==> src/rtl/core/lcs_pkg.sv <==
`default_nettype none

package lcs_pkg;

    localparam int PIX_W      = 8;
    localparam int CFG_W      = 12;
    localparam int CFG_IDX_W  = 2;
    localparam int STATUS_W   = 2;
    localparam int POS_W      = 18;
    localparam int ANGLE_W    = 16;
    localparam int SPEED_W    = 16;

    localparam logic [CFG_W-1:0] SPEED_GAIN_RST   = 12'd1280;
    localparam logic [CFG_W-1:0] STEER_P_GAIN_RST = 12'd256;
    localparam logic [CFG_W-1:0] STEER_D_GAIN_RST = 12'd0;
    localparam logic [CFG_W-1:0] BASE_SPEED_RST   = 12'd512;

    typedef enum logic [STATUS_W-1:0] {
        ST_DRIVE = 2'd0,
        ST_LOST  = 2'd1,
        ST_STOP  = 2'd2
    } status_t;

    typedef enum logic [CFG_IDX_W-1:0] {
        REG_SPEED_GAIN   = 2'd0,
        REG_STEER_P_GAIN = 2'd1,
        REG_STEER_D_GAIN = 2'd2,
        REG_BASE_SPEED   = 2'd3
    } cfg_reg_t;

    typedef struct packed {
        logic [CFG_W-1:0] speed_gain;
        logic [CFG_W-1:0] steer_p_gain;
        logic [CFG_W-1:0] steer_d_gain;
        logic [CFG_W-1:0] base_speed;
    } gains_t;

    typedef enum logic [3:0] {
        BS_IDLE,
        BS_PREP1,
        BS_PREP2,
        BS_CHECK,
        BS_DIV_POS,
        BS_DIV_FRAC,
        BS_MUL,
        BS_SUM,
        BS_PUSH
    } back_state_t;

endpackage

`default_nettype wire

==> src/rtl/core/lcs_fifo.sv <==
`default_nettype none

module lcs_fifo #(
    parameter int WIDTH = 8,
    parameter int DEPTH = 2
) (
    input  wire logic             clk,
    input  wire logic             rst_n,
    input  wire logic             wr_en,
    input  wire logic [WIDTH-1:0] wr_data,
    output logic                  full,
    input  wire logic             rd_en,
    output logic [WIDTH-1:0]      rd_data,
    output logic                  empty
);

    localparam int AW = (DEPTH > 1) ? $clog2(DEPTH) : 1;

    logic [WIDTH-1:0] mem_reg [DEPTH];
    logic [AW-1:0]    wr_ptr_reg;
    logic [AW-1:0]    rd_ptr_reg;
    logic [AW:0]      count_reg;
    logic             do_wr;
    logic             do_rd;

    assign full    = (count_reg == (AW+1)'(DEPTH));
    assign empty   = (count_reg == '0);
    assign do_wr   = wr_en && !full;
    assign do_rd   = rd_en && !empty;
    assign rd_data = mem_reg[rd_ptr_reg];

    always_ff @(posedge clk or negedge rst_n)
    begin
        if (!rst_n)
        begin
            wr_ptr_reg <= '0;
            rd_ptr_reg <= '0;
            count_reg  <= '0;
        end
        else
        begin
            if (do_wr)
            begin
                wr_ptr_reg <= (wr_ptr_reg == AW'(DEPTH - 1)) ? '0 : wr_ptr_reg + 1'b1;
            end
            if (do_rd)
            begin
                rd_ptr_reg <= (rd_ptr_reg == AW'(DEPTH - 1)) ? '0 : rd_ptr_reg + 1'b1;
            end
            if (do_wr && !do_rd)
            begin
                count_reg <= count_reg + 1'b1;
            end
            else if (do_rd && !do_wr)
            begin
                count_reg <= count_reg - 1'b1;
            end
        end
    end

    always_ff @(posedge clk)
    begin
        if (do_wr)
        begin
            mem_reg[wr_ptr_reg] <= wr_data;
        end
    end

endmodule

`default_nettype wire

==> src/rtl/core/lcs_front.sv <==
`default_nettype none

module lcs_front #(
    parameter int MAX_WIDTH = 1024
) (
    input  wire logic                          clk,
    input  wire logic                          rst_n,
    input  wire logic                          accept,
    input  wire logic [lcs_pkg::PIX_W-1:0]     pixel,
    input  wire logic                          last_in_row,
    output logic                               row_push,
    output logic [lcs_pkg::PIX_W + $clog2(MAX_WIDTH+1) + 2*lcs_pkg::PIX_W
                  + 3*$clog2(MAX_WIDTH) - 2:0] row_data
);
    import lcs_pkg::*;

    localparam int LG     = $clog2(MAX_WIDTH);
    localparam int CW     = $clog2(MAX_WIDTH + 1);
    localparam int SUM_W  = PIX_W + LG;
    localparam int WSUM_W = PIX_W + 2*LG - 1;

    logic [CW-1:0]     count_reg;
    logic [PIX_W-1:0]  max_reg;
    logic [SUM_W-1:0]  sum_reg;
    logic [WSUM_W-1:0] wsum_reg;

    logic              take;
    logic [CW-1:0]     count_next;
    logic [PIX_W-1:0]  max_next;
    logic [SUM_W-1:0]  sum_next;
    logic [WSUM_W-1:0] wsum_next;

    // pixels past MAX_WIDTH in one row are dropped
    always_comb
    begin
        take       = (count_reg < CW'(MAX_WIDTH));
        count_next = count_reg;
        max_next   = max_reg;
        sum_next   = sum_reg;
        wsum_next  = wsum_reg;
        if (take)
        begin
            count_next = count_reg + 1'b1;
            max_next   = (pixel > max_reg) ? pixel : max_reg;
            sum_next   = sum_reg + SUM_W'(pixel);
            wsum_next  = wsum_reg + WSUM_W'(pixel) * WSUM_W'(count_reg);
        end
    end

    assign row_push = accept && last_in_row;
    assign row_data = {count_next, max_next, sum_next, wsum_next};

    always_ff @(posedge clk or negedge rst_n)
    begin
        if (!rst_n)
        begin
            count_reg <= '0;
            max_reg   <= '0;
            sum_reg   <= '0;
            wsum_reg  <= '0;
        end
        else if (accept)
        begin
            if (last_in_row)
            begin
                count_reg <= '0;
                max_reg   <= '0;
                sum_reg   <= '0;
                wsum_reg  <= '0;
            end
            else
            begin
                count_reg <= count_next;
                max_reg   <= max_next;
                sum_reg   <= sum_next;
                wsum_reg  <= wsum_next;
            end
        end
    end

endmodule

`default_nettype wire

==> src/rtl/core/lcs_div.sv <==
`default_nettype none

module lcs_div #(
    parameter int DVD_W = 35,
    parameter int DSR_W = 29
) (
    input  wire logic             clk,
    input  wire logic             rst_n,
    input  wire logic             start,
    input  wire logic [DVD_W-1:0] dividend,
    input  wire logic [DSR_W-1:0] divisor,
    output logic                  done,
    output logic [DVD_W-1:0]      quotient
);

    localparam int CNT_W = $clog2(DVD_W + 1);

    logic             busy_reg;
    logic             done_reg;
    logic [CNT_W-1:0] cnt_reg;
    logic [DSR_W-1:0] rem_reg;
    logic [DVD_W-1:0] quo_reg;
    logic [DSR_W-1:0] dsr_reg;

    logic [DSR_W:0]   trial;
    logic [DSR_W:0]   diff;
    logic             ge;
    logic [DSR_W-1:0] rem_step;

    // restoring division, one quotient bit per cycle, msb first
    always_comb
    begin
        trial    = {rem_reg, quo_reg[DVD_W-1]};
        ge       = (trial >= {1'b0, dsr_reg});
        diff     = trial - {1'b0, dsr_reg};
        rem_step = ge ? diff[DSR_W-1:0] : trial[DSR_W-1:0];
    end

    assign done     = done_reg;
    assign quotient = quo_reg;

    always_ff @(posedge clk or negedge rst_n)
    begin
        if (!rst_n)
        begin
            busy_reg <= 1'b0;
            done_reg <= 1'b0;
            cnt_reg  <= '0;
        end
        else
        begin
            done_reg <= 1'b0;
            if (start)
            begin
                busy_reg <= 1'b1;
                cnt_reg  <= CNT_W'(DVD_W);
            end
            else if (busy_reg)
            begin
                cnt_reg <= cnt_reg - 1'b1;
                if (cnt_reg == CNT_W'(1))
                begin
                    busy_reg <= 1'b0;
                    done_reg <= 1'b1;
                end
            end
        end
    end

    always_ff @(posedge clk)
    begin
        if (start)
        begin
            rem_reg <= '0;
            quo_reg <= dividend;
            dsr_reg <= divisor;
        end
        else if (busy_reg)
        begin
            rem_reg <= rem_step;
            quo_reg <= {quo_reg[DVD_W-2:0], ge};
        end
    end

endmodule

`default_nettype wire

==> src/rtl/core/lcs_back.sv <==
`default_nettype none

module lcs_back #(
    parameter int MAX_WIDTH = 1024,
    parameter int FRAC_BITS = 8
) (
    input  wire logic                          clk,
    input  wire logic                          rst_n,
    input  wire lcs_pkg::gains_t               gains,
    input  wire logic                          row_valid,
    input  wire logic [lcs_pkg::PIX_W + $clog2(MAX_WIDTH+1) + 2*lcs_pkg::PIX_W
                       + 3*$clog2(MAX_WIDTH) - 2:0] row_data,
    output logic                               row_pop,
    input  wire logic                          out_full,
    output logic                               out_push,
    output logic [lcs_pkg::STATUS_W + lcs_pkg::POS_W + lcs_pkg::ANGLE_W
                  + lcs_pkg::SPEED_W - 1:0]    out_data
);
    import lcs_pkg::*;

    localparam int LG      = $clog2(MAX_WIDTH);
    localparam int CW      = $clog2(MAX_WIDTH + 1);
    localparam int SUM_W   = PIX_W + LG;
    localparam int WSUM_W  = PIX_W + 2*LG - 1;
    localparam int TRI_W   = 2*LG - 1;
    localparam int TRIP_W  = 2*CW;
    localparam int T1_W    = PIX_W + CW;
    localparam int DN_W    = SUM_W + CW;
    localparam int DVD_W   = WSUM_W + FRAC_BITS;
    localparam int PROP_W  = FRAC_BITS + 1;
    localparam int DER_W   = PROP_W + 1;
    localparam int PRODP_W = CFG_W + 1 + PROP_W;
    localparam int PRODD_W = CFG_W + 1 + DER_W;
    localparam int STEER_W = PRODD_W + 1;
    localparam int SPD_W   = CFG_W + PROP_W;

    localparam logic [PROP_W-1:0]  HALF      = PROP_W'(1) << (FRAC_BITS - 1);
    localparam logic [POS_W-1:0]   POS_MAX   = '1;
    localparam logic [STEER_W-1:0] STEER_HI  = STEER_W'(32767);
    localparam logic [STEER_W-1:0] STEER_LO  = STEER_W'(-32768);
    localparam logic [SPD_W:0]     SPEED_HI  = (SPD_W+1)'(65535);

    back_state_t state_reg;
    back_state_t state_next;

    logic [CW-1:0]      n_reg;
    logic [PIX_W-1:0]   mx_reg;
    logic [SUM_W-1:0]   sum_reg;
    logic [WSUM_W-1:0]  wsum_reg;
    logic [T1_W-1:0]    t1_reg;
    logic [TRI_W-1:0]   tri_reg;
    logic [SUM_W-1:0]   den_reg;
    logic [WSUM_W-1:0]  num_reg;
    logic [DN_W-1:0]    dn_reg;

    logic signed [PROP_W-1:0]  prop_reg;
    logic signed [PROP_W-1:0]  prev_prop_reg;
    logic                      lost_reg;
    logic                      stopped_reg;
    logic signed [PRODP_W-1:0] prod_p_reg;
    logic signed [PRODD_W-1:0] prod_d_reg;
    logic [SPD_W-1:0]          prod_s_reg;

    status_t                   res_status_reg;
    logic [POS_W-1:0]          res_pos_reg;
    logic [ANGLE_W-1:0]        res_steer_reg;
    logic [SPEED_W-1:0]        res_speed_reg;

    logic                      good;
    logic                      div_start;
    logic [DN_W-1:0]           div_divisor;
    logic                      div_done;
    logic [DVD_W-1:0]          div_quot;

    logic [CW-1:0]             row_n;
    logic [PIX_W-1:0]          row_mx;
    logic [SUM_W-1:0]          row_sum;
    logic [WSUM_W-1:0]         row_wsum;

    logic signed [DER_W-1:0]   deriv;
    logic signed [PROP_W-1:0]  abs_prop;
    logic [PROP_W-1:0]         centring;
    logic signed [STEER_W-1:0] steer_sum;
    logic signed [STEER_W-1:0] steer_shr;
    logic [SPD_W:0]            speed_sum;

    assign {row_n, row_mx, row_sum, row_wsum} = row_data;

    assign good = !stopped_reg && (den_reg != '0);

    lcs_div #(
        .DVD_W (DVD_W),
        .DSR_W (DN_W)
    ) u_div (
        .clk      (clk),
        .rst_n    (rst_n),
        .start    (div_start),
        .dividend ({num_reg, {FRAC_BITS{1'b0}}}),
        .divisor  (div_divisor),
        .done     (div_done),
        .quotient (div_quot)
    );

    always_comb
    begin
        state_next = state_reg;
        unique case (state_reg)
            BS_IDLE:     if (row_valid) state_next = BS_PREP1;
            BS_PREP1:    state_next = BS_PREP2;
            BS_PREP2:    state_next = BS_CHECK;
            BS_CHECK:    state_next = good ? BS_DIV_POS : BS_PUSH;
            BS_DIV_POS:  if (div_done) state_next = BS_DIV_FRAC;
            BS_DIV_FRAC: if (div_done) state_next = BS_MUL;
            BS_MUL:      state_next = BS_SUM;
            BS_SUM:      state_next = BS_PUSH;
            BS_PUSH:     if (!out_full) state_next = BS_IDLE;
            default:     state_next = BS_IDLE;
        endcase
    end

    always_comb
    begin
        row_pop     = (state_reg == BS_IDLE) && row_valid;
        div_start   = ((state_reg == BS_CHECK) && good)
                   || ((state_reg == BS_DIV_POS) && div_done);
        div_divisor = (state_reg == BS_CHECK) ? DN_W'(den_reg) : dn_reg;
        out_push    = (state_reg == BS_PUSH) && !out_full;
    end

    always_comb
    begin
        deriv     = DER_W'(prop_reg) - DER_W'(prev_prop_reg);
        abs_prop  = (prop_reg < 0) ? -prop_reg : prop_reg;
        centring  = HALF - $unsigned(abs_prop);
        steer_sum = STEER_W'(prod_p_reg) + STEER_W'(prod_d_reg);
        steer_shr = steer_sum >>> FRAC_BITS;
        speed_sum = (SPD_W+1)'(gains.base_speed) + (SPD_W+1)'(prod_s_reg >> FRAC_BITS);
    end

    assign out_data = {res_status_reg, res_pos_reg, res_steer_reg, res_speed_reg};

    always_ff @(posedge clk or negedge rst_n)
    begin
        if (!rst_n)
        begin
            state_reg     <= BS_IDLE;
            prev_prop_reg <= '0;
            lost_reg      <= 1'b0;
            stopped_reg   <= 1'b0;
        end
        else
        begin
            state_reg <= state_next;
            if ((state_reg == BS_CHECK) && !stopped_reg && (den_reg == '0))
            begin
                if (lost_reg)
                begin
                    stopped_reg <= 1'b1;
                end
                lost_reg <= 1'b1;
            end
            if (state_reg == BS_MUL)
            begin
                prev_prop_reg <= prop_reg;
                lost_reg      <= 1'b0;
            end
        end
    end

    always_ff @(posedge clk)
    begin
        unique case (state_reg)
            BS_IDLE:
            begin
                n_reg    <= row_n;
                mx_reg   <= row_mx;
                sum_reg  <= row_sum;
                wsum_reg <= row_wsum;
            end
            BS_PREP1:
            begin
                t1_reg  <= T1_W'(mx_reg) * T1_W'(n_reg);
                tri_reg <= TRI_W'((TRIP_W'(n_reg) * TRIP_W'(n_reg - 1'b1)) >> 1);
            end
            BS_PREP2:
            begin
                den_reg <= SUM_W'(t1_reg - T1_W'(sum_reg));
                num_reg <= WSUM_W'(mx_reg) * WSUM_W'(tri_reg) - wsum_reg;
            end
            BS_CHECK:
            begin
                dn_reg        <= DN_W'(den_reg) * DN_W'(n_reg);
                res_pos_reg   <= '0;
                res_steer_reg <= '0;
                res_speed_reg <= '0;
                if (stopped_reg || lost_reg)
                begin
                    res_status_reg <= ST_STOP;
                end
                else
                begin
                    res_status_reg <= ST_LOST;
                end
            end
            BS_DIV_POS:
            begin
                if (div_done)
                begin
                    res_pos_reg <= ((div_quot >> POS_W) != '0) ? POS_MAX : POS_W'(div_quot);
                end
            end
            BS_DIV_FRAC:
            begin
                // centroid over width stays below one, so the quotient fits the fraction
                prop_reg <= $signed(HALF) - $signed({1'b0, div_quot[FRAC_BITS-1:0]});
            end
            BS_MUL:
            begin
                prod_p_reg <= PRODP_W'($signed({1'b0, gains.steer_p_gain}))
                            * PRODP_W'(prop_reg);
                prod_d_reg <= PRODD_W'($signed({1'b0, gains.steer_d_gain}))
                            * PRODD_W'(deriv);
                prod_s_reg <= SPD_W'(gains.speed_gain) * SPD_W'(centring);
            end
            BS_SUM:
            begin
                res_status_reg <= ST_DRIVE;
                if (steer_shr > $signed(STEER_HI))
                begin
                    res_steer_reg <= ANGLE_W'(STEER_HI);
                end
                else if (steer_shr < $signed(STEER_LO))
                begin
                    res_steer_reg <= ANGLE_W'(STEER_LO);
                end
                else
                begin
                    res_steer_reg <= ANGLE_W'(steer_shr);
                end
                res_speed_reg <= (speed_sum > SPEED_HI) ? '1 : SPEED_W'(speed_sum);
            end
            BS_PUSH:
            begin
            end
            default:
            begin
            end
        endcase
    end

`ifndef SYNTHESIS
    a_div_done_in_div: assert property (@(posedge clk) disable iff (!rst_n)
        div_done |-> (state_reg == BS_DIV_POS || state_reg == BS_DIV_FRAC))
        else $error("divider finished outside a division state");

    a_stop_sticky: assert property (@(posedge clk) disable iff (!rst_n)
        stopped_reg |=> stopped_reg)
        else $error("stop flag cleared");

    a_stop_status: assert property (@(posedge clk) disable iff (!rst_n)
        (out_push && stopped_reg) |-> (res_status_reg == ST_STOP))
        else $error("item pushed while stopped without stop status");

    a_idle_zero: assert property (@(posedge clk) disable iff (!rst_n)
        (out_push && res_status_reg != ST_DRIVE)
            |-> (res_pos_reg == '0 && res_steer_reg == '0 && res_speed_reg == '0))
        else $error("non-drive item carries nonzero payload");
`endif

endmodule

`default_nettype wire

==> src/rtl/core/line_centroid_steering.sv <==
// Processing: after a row's last pixel is taken, a good row runs two bit-serial divides;
// flat or stopped rows skip them and go straight to the output queue.
// Throughput: one pixel per cycle while the back end keeps up; the back end takes one
// row at a time from a two-row queue.
// Reset: asynchronous, active low; clears row accumulators, history, stop flag,
// both queues, and loads the default gains.
`default_nettype none

module line_centroid_steering #(
    parameter int MAX_WIDTH = 1024,
    parameter int FRAC_BITS = 8
) (
    input  wire logic                              clk,
    input  wire logic                              rst_n,
    input  wire logic                              push,
    output logic                                   full,
    input  wire logic [lcs_pkg::PIX_W-1:0]         pixel,
    input  wire logic                              last_in_row,
    output logic                                   empty,
    input  wire logic                              pop,
    output logic [lcs_pkg::STATUS_W-1:0]           status,
    output logic [lcs_pkg::POS_W-1:0]              line_position,
    output logic signed [lcs_pkg::ANGLE_W-1:0]     steering_angle,
    output logic [lcs_pkg::SPEED_W-1:0]            drive_speed,
    input  wire logic                              cfg_valid,
    output logic                                   cfg_ready,
    input  wire logic [lcs_pkg::CFG_IDX_W-1:0]     cfg_index,
    input  wire logic [lcs_pkg::CFG_W-1:0]         cfg_data
);
    import lcs_pkg::*;

    localparam int LG    = $clog2(MAX_WIDTH);
    localparam int CW    = $clog2(MAX_WIDTH + 1);
    localparam int ROW_W = PIX_W + CW + 2*PIX_W + 3*LG - 1;
    localparam int OUT_W = STATUS_W + POS_W + ANGLE_W + SPEED_W;

    gains_t            gains_reg;
    logic              accept;
    logic              row_push;
    logic [ROW_W-1:0]  row_wdata;
    logic [ROW_W-1:0]  row_rdata;
    logic              row_full;
    logic              row_empty;
    logic              row_pop;
    logic              out_push;
    logic              out_full;
    logic [OUT_W-1:0]  out_wdata;
    logic [OUT_W-1:0]  out_rdata;

    assign cfg_ready = 1'b1;
    assign full      = row_full;
    assign accept    = push && !row_full;

    always_ff @(posedge clk or negedge rst_n)
    begin
        if (!rst_n)
        begin
            gains_reg.speed_gain   <= SPEED_GAIN_RST;
            gains_reg.steer_p_gain <= STEER_P_GAIN_RST;
            gains_reg.steer_d_gain <= STEER_D_GAIN_RST;
            gains_reg.base_speed   <= BASE_SPEED_RST;
        end
        else if (cfg_valid && cfg_ready)
        begin
            unique case (cfg_reg_t'(cfg_index))
                REG_SPEED_GAIN:   gains_reg.speed_gain   <= cfg_data;
                REG_STEER_P_GAIN: gains_reg.steer_p_gain <= cfg_data;
                REG_STEER_D_GAIN: gains_reg.steer_d_gain <= cfg_data;
                REG_BASE_SPEED:   gains_reg.base_speed   <= cfg_data;
                default:          gains_reg              <= gains_reg;
            endcase
        end
    end

    lcs_front #(
        .MAX_WIDTH (MAX_WIDTH)
    ) u_front (
        .clk         (clk),
        .rst_n       (rst_n),
        .accept      (accept),
        .pixel       (pixel),
        .last_in_row (last_in_row),
        .row_push    (row_push),
        .row_data    (row_wdata)
    );

    lcs_fifo #(
        .WIDTH (ROW_W),
        .DEPTH (2)
    ) u_row_q (
        .clk     (clk),
        .rst_n   (rst_n),
        .wr_en   (row_push),
        .wr_data (row_wdata),
        .full    (row_full),
        .rd_en   (row_pop),
        .rd_data (row_rdata),
        .empty   (row_empty)
    );

    lcs_back #(
        .MAX_WIDTH (MAX_WIDTH),
        .FRAC_BITS (FRAC_BITS)
    ) u_back (
        .clk       (clk),
        .rst_n     (rst_n),
        .gains     (gains_reg),
        .row_valid (!row_empty),
        .row_data  (row_rdata),
        .row_pop   (row_pop),
        .out_full  (out_full),
        .out_push  (out_push),
        .out_data  (out_wdata)
    );

    lcs_fifo #(
        .WIDTH (OUT_W),
        .DEPTH (2)
    ) u_out_q (
        .clk     (clk),
        .rst_n   (rst_n),
        .wr_en   (out_push),
        .wr_data (out_wdata),
        .full    (out_full),
        .rd_en   (pop),
        .rd_data (out_rdata),
        .empty   (empty)
    );

    assign {status, line_position, steering_angle, drive_speed} = out_rdata;

endmodule

`default_nettype wire
==> config.mk <==
export PLATFORM = sky130hd
export DESIGN_NAME = line_centroid_steering
export DESIGN_NICKNAME = d
export VERILOG_FILES = /design/src/rtl/core/lcs_pkg.sv /design/src/rtl/core/lcs_fifo.sv /design/src/rtl/core/lcs_front.sv /design/src/rtl/core/lcs_div.sv /design/src/rtl/core/lcs_back.sv /design/src/rtl/core/line_centroid_steering.sv
export SDC_FILE = /design/constraint.sdc
export NUM_CORES = 2
export LEC_CHECK = 0
export BUFFER_PORTS_ARGS = -buffer_cell sky130_fd_sc_hd__buf_2
export CAP_MARGIN = 20
export CORE_MARGIN = 4
export CORE_UTILIZATION = 55
export DETAILED_ROUTE_END_ITERATION = 12
export GPL_ROUTABILITY_DRIVEN = 0
export GPL_TIMING_DRIVEN = 1
export MAX_ROUTING_LAYER = met4
export PLACE_DENSITY = 0.68
export SLEW_MARGIN = 20
export SYNTH_ARGS = -nofsm -noshare
export SYNTH_HDL_FRONTEND = slang
export SYNTH_SLANG_ARGS = --single-unit
==> constraint.sdc <==
create_clock -name clk -period 12.5 [get_ports clk]
set_input_delay 0.625 -clock clk [delete_from_list [all_inputs] [get_ports clk]]
set_output_delay 0.625 -clock clk [all_outputs]
set_load 0.02 [all_outputs]
Word level (Yosys, flattened, before mapping)
Memories as Yosys holds them, arrays and structs flattened. A register that Yosys moved wholly into a read port is not among the register bits.
Cells that the tools add are included.
{ "op_classes": {"eq_ne": 18, "order_cmp": 7, "mul": 8, "muxes": 52, "reduce_logical": 48, "addsub": 22} }
{ "ops": {"columns": ["op", "count"], "rows": [
  ["2-to-1 mux 18 bit", 5],
  ["2-to-1 mux 35 bit", 2],
  ["case mux 16 bit (2 select lines)", 2],
  ["2-to-1 mux 27 bit", 2],
  ["2-to-1 mux 16 bit", 3],
  ["case mux 18 bit (2 select lines)", 1],
  ["case mux 4 bit (9 select lines)", 1],
  ["nonzero test 35 bit", 1],
  [">= comparator 30 x 29 -> 1 bit", 1],
  ["multiplier 18 x 11 -> 29 bit", 1],
  ["2-to-1 mux 29 bit", 1],
  ["subtractor 29 bit", 1],
  ["adder 27 x 19 -> 27 bit", 1],
  ["multiplier 8 x 19 -> 27 bit", 1],
  ["subtractor 27 bit", 1],
  ["adder 22 x 23 -> 24 bit", 1],
  ["2-to-1 mux 8 bit", 3],
  ["multiplier 13 x 10 -> 23 bit", 1],
  ["> comparator 22 x 16 -> 1 bit (second input constant)", 1],
  ["multiplier 11 x 22 -> 20 bit", 1],
  ["multiplier 13 x 9 -> 22 bit", 1],
  ["2-to-1 mux 11 bit", 2],
  ["multiplier 12 x 9 -> 21 bit", 1],
  ["2-to-1 mux 4 bit", 5],
  ["other kinds (43)", 115]
]} }
{ "word_totals": {"register_bits": 474, "word_cells": 196, "input_bits": 28, "n_memories": 2, "mem_bits_rw": 232, "output_inout_bits": 55} }
{ "mem_list": {"columns": ["name", "words", "word_bits", "rd", "rd_ports_with_merged_regs", "write_ports", "line", "rtl"], "rows": [
  ["u_row_q.mem_reg", 2, 64, 1, 1, 1, "lcs_fifo.sv:19", "logic [WIDTH-1:0] mem_reg [DEPTH];"],
  ["u_out_q.mem_reg", 2, 52, 1, 0, 1, "lcs_fifo.sv:19", null]
]} }

Logic depth before layout (Yosys ltp)
{ "logic_depth": {"word_depth": 9, "mapped_depth": 33, "depth_no_buf": 31} }

Modules after synthesis
Synthesis repeated with hierarchy kept, for this count alone.
{ "hier_totals": {"hier_cells": 6208, "hier_area_um2": 66607.6} }
{ "modules_own_cells": {"columns": ["mod", "cells_each", "n_inst", "area_per_inst_um2"], "rows": [
  ["lcs_back", 4245, 1, 41921.5],
  ["lcs_front", 895, 1, 7638.6],
  ["lcs_div", 561, 1, 5998.3],
  ["lcs_fifo at u_row_q", 218, 1, 5021.1],
  ["lcs_fifo at u_out_q", 181, 1, 4200.3],
  ["line_centroid_steering", 108, 1, 1828.0]
]} }

Worst setup path after synthesis
OpenSTA, ideal clock, no wires.
{ "synth_timing": {"path_kind": "reg-to-reg", "from": "register u_back.state_reg[0]", "to": "register u_row_q.count_reg[1]", "synth_period_minus_slack_ps": 8960, "path_slack_ps": 3540, "path_buffers": 1, "path_stages_with_launch": 8, "required_ps": 12421, "arrival_ps": 8880, "setup_time_ps": 79, "path_cell_list": "dfrtp_1 clkbuf_1 nor4_1 o21ai_0 ha_1 xor2_1 nor2_1 xor2_1"} }
{ "synth_between": {"elab_chain_len": 6} }
{ "synth_rtl": {"columns": ["element", "line", "rtl"], "rows": [
  ["start, declared", "lcs_back.sv:43", "back_state_t state_reg;"],
  ["start signal, assigned", "lcs_back.sv:153", "state_reg <= state_next;"],
  ["zero test 4 bit (*)", "lcs_back.sv:123", "row_pop = (state_reg == BS_IDLE) && row_valid;"],
  ["logical AND 1 bit (*)", "lcs_back.sv:123", null],
  ["logical AND 1 bit (*)", "lcs_fifo.sv:29", "assign do_rd = rd_en && !empty;"],
  ["zero test 1 bit", "lcs_fifo.sv:50", "if (do_wr && !do_rd)"],
  ["logical AND 1 bit", "lcs_fifo.sv:50", null],
  ["2-to-1 mux 2 bit or nonzero test 2 bit (tied branches)", null, null],
  ["end signal, assigned", "lcs_fifo.sv:52", "count_reg <= count_reg + 1'b1;"],
  ["end signal, assigned", "lcs_fifo.sv:56", "count_reg <= count_reg - 1'b1;"],
  ["end, declared", "lcs_fifo.sv:22", "logic [AW:0] count_reg;"]
]} }
Mark *: on every way between the ends. The rest lies on a longest branch, timed or not.
A chain may end at the register's enable or synchronous reset.

Final worst setup path
{ "layout_timing": {"from": "register u_back.prop_reg[1]", "to": "register u_back.prod_d_reg[21] (data pin)"} }
{ "layout_between": {"elab_chain_len": 2} }
{ "layout_rtl": {"columns": ["element", "line", "rtl"], "rows": [
  ["start, declared", "lcs_back.sv:56", "logic signed [PROP_W-1:0] prop_reg;"],
  ["start signal, assigned", "lcs_back.sv:215", "prop_reg <= $signed(HALF) - $signed({1'b0, div_quot[FRAC_BITS-1:0]});"],
  ["subtractor 9 x 9 -> 10 bit", "lcs_back.sv:132", "deriv = DER_W'(prop_reg) - DER_W'(prev_prop_reg);"],
  ["multiplier 13 x 10 -> 23 bit", "lcs_back.sv:222", "* PRODD_W'(deriv);"],
  ["end signal, assigned", "lcs_back.sv:221", "prod_d_reg <= PRODD_W'($signed({1'b0, gains.steer_d_gain}))"],
  ["end, declared", "lcs_back.sv:61", "logic signed [PRODD_W-1:0] prod_d_reg;"]
]} }
No other way between the ends.

==> impl_summary.log <==
[metrics] Root Buffer: sky130_fd_sc_hd__clkbuf_16
[metrics] pin count of the biggest net entering global routing: 75
[metrics] Post-Route Hold Slack: 0.269 ns
[metrics] run status: finished clean
[metrics] number of setup violations in the final report: 0
[metrics] post-synthesis cell type count: 73
[metrics] final setup TNS: 0 ns
[metrics] Fin. Hold Viols: 0
[metrics] share of final-layout standard cells stronger than drive strength 1: 8.25%
[metrics] startpoint class of the critical path: flip-flop
[metrics] worst-margin pin slew: 1.13 ns
[metrics] Routed Antenna Nets: 0
[metrics] top-level I/O count: 83
[metrics] FF+latch count, synth: 756
[metrics] count of buffers inserted at the top-level ports: 79
[metrics] remaining global-route overflow: 0
[metrics] global-route wire length before repair: 237000 µm
[metrics] number of cell rows: 125
[metrics] top cell types by occurrence after synthesis: 906 x sky130_fd_sc_hd__inv_1, 727 x sky130_fd_sc_hd__nand2_1, 726 x sky130_fd_sc_hd__fa_1, 576 x sky130_fd_sc_hd__edfxtp_1, 528 x sky130_fd_sc_hd__ha_1
[metrics] final non-filler cell area: 69700 µm²
[metrics] combinational family with the most area after synthesis: adder cells
[metrics] Post-synth EDFFs: 576
[metrics] relative slew slack: 24.6%
[metrics] Initial DRT Pass Iterations: 8
[metrics] largest cells by area after synthesis: sky130_fd_sc_hd__edfxtp_1 27%, sky130_fd_sc_hd__fa_1 22%, sky130_fd_sc_hd__ha_1 10%
[metrics] maximum vdd drop: 0.103 mV
[metrics] Net count, final: 7380
[metrics] multiplexer share of the synthesized area: 3.97%
[metrics] top-area cell type share of the netlist area: 26.6%
[metrics] Leak: 31.8 nW
[metrics] part of the cycle the worst path needs: 64.5%
[metrics] Crit path arrival time: 8.47 ns
[metrics] overall die height: 352 µm
[metrics] Cell Area, Placed: 66800 µm²
[metrics] Worst Skew: 0.0386 ns
[metrics] number of buffers between clock root and the deepest sink: 3
[metrics] share of total power consumed by net switching: 29.1%
[metrics] synthesized-area fraction occupied by xor and xnor cells: 3.63%
[metrics] vias in the first global route: 45159
[metrics] power density over the cells: 101 nW/µm²
[metrics] post-synth design cell area: 65000 µm²
[metrics] area growth from synthesis to layout: 7.32%
[metrics] clock network power share: 36.3%
[metrics] Highest Clock Rate: 0.124 GHz
[metrics] sequential area share after synthesis: 33.3%
[metrics] number of antenna violations at the first check in global routing: 4
[metrics] final number of max-transition violations: 0
[metrics] Crit Path Class: flip-flop to flip-flop
[metrics] width of the die: 352 µm
[metrics] number of warnings issued by yosys: 0
[metrics] most instantiated library cell after synthesis: sky130_fd_sc_hd__inv_1
[metrics] insertion delay of the later-clocked pin in the worst-skew pair: 0.67 ns
[metrics] Vias: 42421
[metrics] endpoint required time on the critical path: 12.91 ns
[metrics] Power Internal: 0.00500 W
[metrics] clock-pin slew of the registers on the worst-case setup and hold paths: 0.06 ns
[metrics] class of the tightest hold or removal check: input pin to flip-flop
[metrics] total CTS buffers: 85
[metrics] number of clock sinks seen by CTS: 756
[metrics] clock tree from TritonCTS: built
[metrics] max reg flops: 128
[metrics] FFs w/ async S/R, synth: 18.9%
[metrics] endpoint type of the worst setup path: flip-flop
[metrics] compound-cell area share of the yosys netlist: 6.53%
[metrics] Finished Core Util: 59.7%
[metrics] simple-gate area share of the yosys netlist: 13.2%
[metrics] core box area: 117000 µm²
[metrics] post-DP HPWL: 106000 µm
[metrics] full die area: 124000 µm²
[metrics] Logic pwr share: 19.6%
[metrics] combined global-route utilization of all metal layers: 24.8%
[metrics] met3 global-route usage: 3.28%
[metrics] number of DRC violations after detailed routing: 0
[metrics] cells after synthesis: 6117
[metrics] RSZ-0062 raised after global routing: no
[metrics] power after layout: 0.00705 W
[metrics] main flop type after synthesis: sky130_fd_sc_hd__edfxtp_1
[metrics] fin crit period: 8.06 ns
[metrics] GR peak layer: met2
[metrics] cell type with the highest aggregate area in the netlist: sky130_fd_sc_hd__edfxtp_1
[metrics] via count normalized by instance count: 5.51
[metrics] fraction of the mapped netlist area in adder cells: 32.5%
[metrics] delay of the slowest cell on the worst path: 0.71 ns
[metrics] post-synthesis average cell area: 10.6 µm²
[metrics] highest fanout seen on the critical path: 17
[metrics] Initial Util: 55.7%
[metrics] sequential group share of total power: 44.1%
[metrics] Max Cap Viol: 0
[metrics] M1 GR Usage: 31.5%
[metrics] sw power: 0.00205 W
[metrics] number of H-tree levels: 3
[metrics] met2 capacity usage during global routing: 41.3%
[metrics] DRC marker count from the first detailed-route iteration: 2494
[metrics] slowest library cell on the worst path: sky130_fd_sc_hd__edfxtp_1
[metrics] total wire length after detailed routing: 143000 µm
[metrics] post-detailed-route wirelength per cell: 18.5 µm
==> metal layers <==
metal	part of all wire [%]	wire [µm]
met5	0	0
met4	3.4	4920
met3	4.9	6940
met2	49	70300
met1	42	60500
==> cell type report <==
type	count	area (µm²)
Multi-Input combinational cell	4214	39100
Clock buffer	104	2230
Fill cell	9638	47000
Tap cell	1524	1910
Timing Repair Buffer	134	817
Sequential cell	756	21600
Clock inverter	54	616
Inverter	907	3400
Antenna cell	3	7.51
==> cells in the final DEF, fill, tap and decap left out, types with 135 or more instances in the layout <==
cell and n:
sky130_fd_sc_hd__inv_1 906, sky130_fd_sc_hd__nand2_1 726, sky130_fd_sc_hd__fa_1 726, sky130_fd_sc_hd__edfxtp_1 576
sky130_fd_sc_hd__ha_1 528, sky130_fd_sc_hd__and2_1 353, sky130_fd_sc_hd__nor2_1 253, sky130_fd_sc_hd__mux2_2 198
sky130_fd_sc_hd__xnor2_1 193, sky130_fd_sc_hd__a21oi_1 164, sky130_fd_sc_hd__o21ai_0 151, sky130_fd_sc_hd__dfrtp_1 135
==> metrics by stage <==
step / setup WS, ns / cells
detailed placement: 4.51 / 7534
floorplan: 3.54 / 6145
CTS: 4.49 / 7693
finish: 4.44 / 7696
global placement: 4.62 / 7534
global route: 3.93 / 7695
==> power groups by stage <==
stage / Sequential, W / Clock [W] / Combinational, W
6_report: 0.00311 / 0.00256 / 0.00138
5_1_grt: 0.00313 / 0.00271 / 0.00157
4_1_cts: 0.00311 / 0.00262 / 0.00140
3_5_place_dp: 0.00316 / 0 / 0.00139
3_3_place_gp: 0.00315 / 0 / 0.00136
2_1_floorplan: 0.00305 / 0 / 0.00109
==> critical path: cells and delay by family (launching register included) <==
family	cells	cell delay [ns]
buffers and inverters	3	0.18
and+or+nand+nor	3	0.62
adders and majority gates	7	2.85
DFF	1	0.71
AOI/OAI and AO/OA	15	3.37
xor gates and xnor gates	1	0.07
==> worst paths after layout <==
kind / from / end / slack (ns) / cells past startpoint
worst min-delay path: cfg_data[3] / gains_reg[15]$_DFFE_PN0P_ / 0.27 / 2
worst max-delay path: u_back.prop_reg[1]$_DFFE_PP_ / u_back.prod_d_reg[21]$_DFFE_PP_ / 4.44 / 29
max in group asynchronous: rst_n / u_back.u_div.busy_reg$_DFF_PN0_ / 10.08 / 4
min in group asynchronous: rst_n / u_front.sum_reg[17]$_DFFE_PN0P_ / 0.53 / 2
worst max register to register: u_back.prop_reg[1]$_DFFE_PP_ / u_back.prod_d_reg[21]$_DFFE_PP_ / 4.44 / 29
worst min register to register: u_back.res_steer_reg[8]$_SDFFCE_PN0P_ / u_out_q.mem_reg[1][24]$_DFFE_PP_ / 0.44 / 0
==> cell families after synthesis <==
family	count (synthesis)
simple gates	1781
fa+ha+maj	1254
buf+inv	1175
flops	756
compound gates	647
xor+xnor	269
mux	233
other cells	2
==> what timing repair did <==
| action | 4_1_cts | 5_1_grt |
|---|---|---|
| resized for setup | 0 | 0 |
| hold buffers | 1 | 0 |
| buffers inserted | 0 | 0 |
| endpoints found under the setup margin | 0 | 0 |
| hold endpoints to repair | 53 | 0 |
(Power assumes the default switching activity.)
